**config.mk**
```make
export PLATFORM = sky130hd
export DESIGN_NAME = kmh_ctrl
export DESIGN_NICKNAME = d
export VERILOG_FILES = /design/src/hdl/kmh_pkg.sv /design/src/hdl/kmh_ctrl.sv
export SDC_FILE = /design/constraint.sdc
export NUM_CORES = 1
export LEC_CHECK = 0
export BUFFER_PORTS_ARGS = -buffer_cell sky130_fd_sc_hd__buf_2
export CAP_MARGIN = 10
export CELL_PAD_IN_SITES_DETAIL_PLACEMENT = 0
export CELL_PAD_IN_SITES_GLOBAL_PLACEMENT = 1
export CORE_MARGIN = 4
export CORE_UTILIZATION = 29
export CTS_CLUSTER_SIZE = 10
export DETAILED_ROUTE_END_ITERATION = 8
export PLACE_DENSITY_LB_ADDON = 0.1
export SYNTH_ARGS = -nofsm -noshare
export SYNTH_HDL_FRONTEND = slang
export SYNTH_SLANG_ARGS = --single-unit
```
**constraint.sdc**
```tcl
create_clock -name clk -period 3.24 [get_ports clk]
set_input_delay 0.648 -clock clk [delete_from_list [all_inputs] [get_ports clk]]
set_output_delay 0.648 -clock clk [all_outputs]
set_load 0.03 [all_outputs]
```
**src/hdl/kmh_pkg.sv**
```systemverilog
// Shared types and constants for the keyed min-heap counter.
// Used by the controller, the datapath and the top level; depends on nothing.
package kmh_pkg;

  // Fixed field widths.
  localparam int CNT_W = 64;
  localparam int CAP_W = 9;
  localparam int KEY_IN_W = 64;

  // Operation codes.
  localparam logic [1:0] OP_SET = 2'd0;
  localparam logic [1:0] OP_ADD = 2'd1;
  localparam logic [1:0] OP_REMOVE = 2'd2;

  // Status codes.
  localparam logic [1:0] ST_OK = 2'd0;
  localparam logic [1:0] ST_FULL = 2'd1;
  localparam logic [1:0] ST_EMPTY = 2'd2;

  // Commands from the controller to the datapath.
  typedef struct packed {
    logic accept;
    logic srch_start;
    logic srch_issue;
    logic take_found;
    logic take_new;
    logic rd_parent;
    logic move_parent;
    logic rd_left;
    logic eval_left;
    logic rd_right;
    logic eval_right;
    logic write_best;
    logic write_cur;
    logic rd_last;
    logic rm_load;
    logic rd_root;
    logic set_full;
    logic set_empty;
    logic emit;
  } cmd_t;

  // Status from the datapath to the controller.
  typedef struct packed {
    logic [1:0] in_op;
    logic fill_zero;
    logic last_one;
    logic full;
    logic match;
    logic idx_left;
    logic pos_zero;
    logic moved;
    logic cur_lt_rd;
    logic left_ok;
    logic right_ok;
    logic best_child;
    logic out_free;
  } sts_t;

endpackage

```
**src/hdl/kmh_ctrl.sv**
```systemverilog
// Controller of the keyed min-heap counter: sequences lookup, sift up, sift down and result.
// Depends on kmh_pkg; drives kmh_datapath through cmd_t and reads sts_t.
module kmh_ctrl (
  input  logic          clk,
  input  logic          rst,
  input  logic          in_valid,
  output logic          in_ready,
  input  kmh_pkg::sts_t sts,
  output kmh_pkg::cmd_t cmd
);

  localparam logic [3:0] S_IDLE   = 4'd0;
  localparam logic [3:0] S_SEARCH = 4'd1;
  localparam logic [3:0] S_UP     = 4'd2;
  localparam logic [3:0] S_UPC    = 4'd3;
  localparam logic [3:0] S_UPEND  = 4'd4;
  localparam logic [3:0] S_DOWN   = 4'd5;
  localparam logic [3:0] S_DL     = 4'd6;
  localparam logic [3:0] S_DR     = 4'd7;
  localparam logic [3:0] S_DDEC   = 4'd8;
  localparam logic [3:0] S_RMLD   = 4'd9;
  localparam logic [3:0] S_ROOT   = 4'd10;
  localparam logic [3:0] S_FIN    = 4'd11;

  logic [3:0] state;
  logic [3:0] state_next;

  assign in_ready = (state == S_IDLE);

  // Next state and commands.
  always_comb begin
    state_next = state;
    cmd = '0;
    case (state)
      S_IDLE: begin
        if (in_valid) begin
          cmd.accept = 1'b1;
          if (sts.in_op == kmh_pkg::OP_SET || sts.in_op == kmh_pkg::OP_ADD) begin
            cmd.srch_start = 1'b1;
            state_next = S_SEARCH;
          end else if (sts.in_op == kmh_pkg::OP_REMOVE) begin
            if (sts.fill_zero) begin
              cmd.set_empty = 1'b1;
              state_next = S_ROOT;
            end else begin
              cmd.rd_last = 1'b1;
              state_next = S_RMLD;
            end
          end else begin
            state_next = S_ROOT;
          end
        end
      end
      S_SEARCH: begin
        // One slot read issued per cycle, compared the cycle after.
        if (sts.match) begin
          cmd.take_found = 1'b1;
          state_next = S_UP;
        end else if (sts.idx_left) begin
          cmd.srch_issue = 1'b1;
        end else if (sts.full) begin
          cmd.set_full = 1'b1;
          state_next = S_ROOT;
        end else begin
          cmd.take_new = 1'b1;
          state_next = S_UP;
        end
      end
      S_UP: begin
        if (sts.pos_zero) begin
          state_next = S_UPEND;
        end else begin
          cmd.rd_parent = 1'b1;
          state_next = S_UPC;
        end
      end
      S_UPC: begin
        // The parent moves down only when the entry is strictly smaller.
        if (sts.cur_lt_rd) begin
          cmd.move_parent = 1'b1;
          state_next = S_UP;
        end else begin
          state_next = S_UPEND;
        end
      end
      S_UPEND: begin
        // An entry that rose is settled; otherwise try sinking it.
        if (sts.moved) begin
          cmd.write_cur = 1'b1;
          state_next = S_ROOT;
        end else begin
          state_next = S_DOWN;
        end
      end
      S_DOWN: begin
        if (sts.left_ok) begin
          cmd.rd_left = 1'b1;
          state_next = S_DL;
        end else begin
          cmd.write_cur = 1'b1;
          state_next = S_ROOT;
        end
      end
      S_DL: begin
        cmd.eval_left = 1'b1;
        if (sts.right_ok) begin
          cmd.rd_right = 1'b1;
          state_next = S_DR;
        end else begin
          state_next = S_DDEC;
        end
      end
      S_DR: begin
        cmd.eval_right = 1'b1;
        state_next = S_DDEC;
      end
      S_DDEC: begin
        if (sts.best_child) begin
          cmd.write_best = 1'b1;
          state_next = S_DOWN;
        end else begin
          cmd.write_cur = 1'b1;
          state_next = S_ROOT;
        end
      end
      S_RMLD: begin
        cmd.rm_load = 1'b1;
        state_next = sts.last_one ? S_ROOT : S_DOWN;
      end
      S_ROOT: begin
        cmd.rd_root = 1'b1;
        state_next = S_FIN;
      end
      S_FIN: begin
        if (sts.out_free) begin
          cmd.emit = 1'b1;
          state_next = S_IDLE;
        end
      end
      default: begin
        state_next = S_IDLE;
      end
    endcase
  end

  // State register.
  always_ff @(posedge clk) begin
    if (rst) begin
      state <= S_IDLE;
    end else begin
      state <= state_next;
    end
  end

endmodule

```
Yosys cells after proc, flatten, opt, wreduce, memory -nomap -nowiden:

Index checks and enable logic that the tools add are counted.

* equal/unequal tests: 16
* muxes and demuxes: 59
* reduce and logical (&&, ||, !) cells: 4

Operators by type and width (count)
* 4-bit case mux with 12 select lines: 1
* 4-bit two-way mux: 11
* 1-bit two-way mux: 38
* 4-bit by 3-bit equality test with 1-bit output (second input constant): 4
* 4-bit equality test (second input constant): 4
* 2-bit two-way mux: 5
* 3-bit two-way mux: 3
* 4-bit by 2-bit equality test with 1-bit output (second input constant): 2
* 4-bit by 1-bit equality test with 1-bit output (second input constant): 1
* 4-bit logical NOT: 1
* 2-bit inequality test (second input constant): 2
* 3-bit inequality test (second input constant): 1
* 1-bit case mux with 3 select lines: 1
* 3-bit AND reduction: 1
* 2-bit by 1-bit equality test with 1-bit output (second input constant): 1
* 2-bit equality test (second input constant): 1
* 2-bit logical NOT: 1
* 1-bit logical OR: 1

* register bits: 4
* logic and storage cells: 80

Depth between registers and ports, before layout:

* depth in word-level cells: 5
* mapped depth: 6
* mapped depth without buffers: 5

Worst setup path after synthesis:

No wires, ideal clock.

* kind: register to output
* start: register state[2]
* end: output port cmd[1] (netlist name)
* data arrival time: 1944 ps
* data required time: 2592 ps
* path slack: 648 ps
* stages on the path, launching flop included: 6
* path through: dfxtp_1 or4_1 inv_2 and2_1 nand3b_1 nor2_1

RTL lines
* start, declared: RTL line kmh_ctrl.sv:25 `logic [3:0] state;`
* start signal, assigned: RTL line kmh_ctrl.sv:151 `state <= state_next;`
* end, declared: RTL line kmh_ctrl.sv:9 `output kmh_pkg::cmd_t cmd`

==> flow_summary.ini <==
[status]
status = finished clean

[sta]
slew_viol_final = 0
relSlewSlack = 0.567
max_freq_ghz = 0.380
hold_violations = 0
fin_setup_tns_ps = 0
layout_min_cycle_time_ps = 2630
grt_setup_unrepaired = false
tightestPinTransition_ps = 649
finalClockSkew_ps = 2.21
setup_viol = 0
min_period_over_period = 0.812

[clock_network]
cts_buffers = 3
clkLatencyLatePin_ps = 240
cts_root_buf = clkbuf_4
htree_levels = 1
clockBufferDepth = 2
clock-sinks = 4
postCtsSetupRepairBufs = 0
cts.repair.resized = 0
hold_buffers = 0
clk_pin_slew_ps = 40
tritoncts = yes

[yosys]
synth_ff_type = dfxtp_1
seq_area_frac_synth = 0.130
synth.area.mux_share = 0.0162
synth_fa_ha_area_frac = 0
synth-xor-area-share = 0
synthDistinctLibCells = 39
syn-num-nets = 109
synth_edf_count = 0
yosys.area.top_type_share = 0.130
async_flop_share = 0
synth.area.top_cells = dfxtp_1, nor2_1, nand2b_1, nor2b_1, and3_1
synth_top_area_cell = dfxtp_1
synth_area_um2 = 617
synth_simple_gate_area_frac = 0.487
synth_compound_gate_area_share = 0.262
syn_area_per_cell_um2 = 6.70
yosysWarnings = 0
syn_inst = 92
ys_ff_latch = 4
synth_top_family_by_area = simple AND/OR/NAND/NOR gates

[layout]
n_antenna_cell = 0
top_register = state
postLayoutCoreUtil = 0.415
drive_gt1_frac = 0.336
reg_top3 = state (4)
finalNetCount = 144
syn_to_final_growth_pct = 33.3
largest_reg_flops = 4

[critical_path]
crit_arrival_ps = 1980
cp-end-kind = output port
r2r_slack_ps = 1400
r2r_cells = 4
cp_max_fo = 20
r2r_start = state[0]$_SDFFE_PP0P_
critPathKind = register to output port
r2r_end = state[1]$_SDFFE_PP0P_
cp_data_required_time_ps = 2590
startpoint_type = register

[worst_hold_path]
hold_start = rst
hp-class = input port to register
worstHoldEndpoint = state[3]$_SDFFE_PP0P_
whs_path_depth = 2

[global_routing]
grt_pass1_vias = 710
grt_util_all_layers = 0.152
grt_pass1_wl_mm = 3.19
grt_max_degree = 21
grt.overflow.total = 0
antenna_found_initial = 0

[route]
drt_first_pass_iters = 4
drt-initial-drc-count = 17
viasPerCell = 5.11
routed_wl_mm = 1.92
detail_route.drc_violations = 0
drt.antenna.violating_nets = 0
wl_per_cell_um = 12.6
vias = 776

[place]
dp.final_hpwl_mm = 1.47
port_buffers = 36
gp_congestion = 0.742

[floorplan]
ios = 37
die_height_um = 54.1
die_area_um2 = 2930
core_um2 = 1980
die_w_um = 54.1
initial_core_util = 0.311
num_rows = 16

[pwr]
peakVddDrop_mv = 0.390
p_leak_uw = 0.000414
power.density_nw_per_um2 = 713

[run]
maxCapViolCount = 0
cell type report:
cell class,instances,area (µm²)
Fill cell,205,1160
Multi-Input combinational cell,73,472
Timing Repair Buffer,36,180
Sequential cell,4,80.1
Inverter,9,33.8
Tap cell,27,33.8
Clock buffer,3,22.5
critical path, cell delays in order (launching register included):
cell	delay, ps
dfxtp_1	500
or4_1	620
inv_2	80
and2_1	150
nand3b_1	100
nor2_1	90
buf_2	200
stage by stage:
stage	instances	instance area (µm²)	hold slack, ps	power, µW	worst slack, ps
floorplan	92	617	644	435	648
global placement	149	800	829	522	844
detailed placement	149	800	807	523	831
CTS	152	822	593	591	597
global route	152	822	599	644	449
finish	152	822	597	586	609
cells in the mapped netlist (4+ instances only):
cell type and n:
nand2_1 4, nor2b_1 6, nand2b_1 6, buf_2 4, and3_1 5, dfxtp_1 4, nand3b_1 4, inv_1 8
nor3_1 5, nor2_1 11
cells in the final DEF, fill, tap and decap left out, types with 3 or more instances in the layout:
cell type  netlist  routed
nand2b_1         6       6
and3_1           5       5
nand2_1          4       4
clkbuf_4         0       3
nor2b_1          6       6
buf_2            4      36
nor2_1          11      11
nand3b_1         4       4
inv_1            8       8
nor3_1           5       5
dfxtp_1          4       4
kinds of logic after synthesis:
family,Yosys count
mux,1
simple gates,52
buf+inv,15
compound gates,20
flops,4
per-layer routing:
metal | track usage | share of wire
met1 | 0.206 | 0.48
met2 | 0.219 | 0.43
met3 | 0.0360 | 0.073
met4 | 0.0747 | 0.014
met5 | 0 | 0
worst max path at each step:
stage,from,endpoint,slack [ps],cells past startpoint
floorplan,state[2]$_SDFFE_PP0P_,cmd[1],650,5
CTS,state[0]$_SDFFE_PP0P_,cmd[5],600,6
global route,state[0]$_SDFFE_PP0P_,cmd[1],450,6
global placement,sts[1],cmd[6],840,5
detailed placement,sts[1],cmd[6],830,5
finish,state[0]$_SDFFE_PP0P_,cmd[5],610,6
power by group:
part           leakage, µW  total [µW]  internal (µW)  switching (µW)
clock network    0.0000138        66.0           41.7            24.3
registers        0.0000329         138           67.5            70.4
logic             0.000368         382            155             227
total             0.000414         586            264             322
Note: power is estimated with default switching activity, not from simulation.
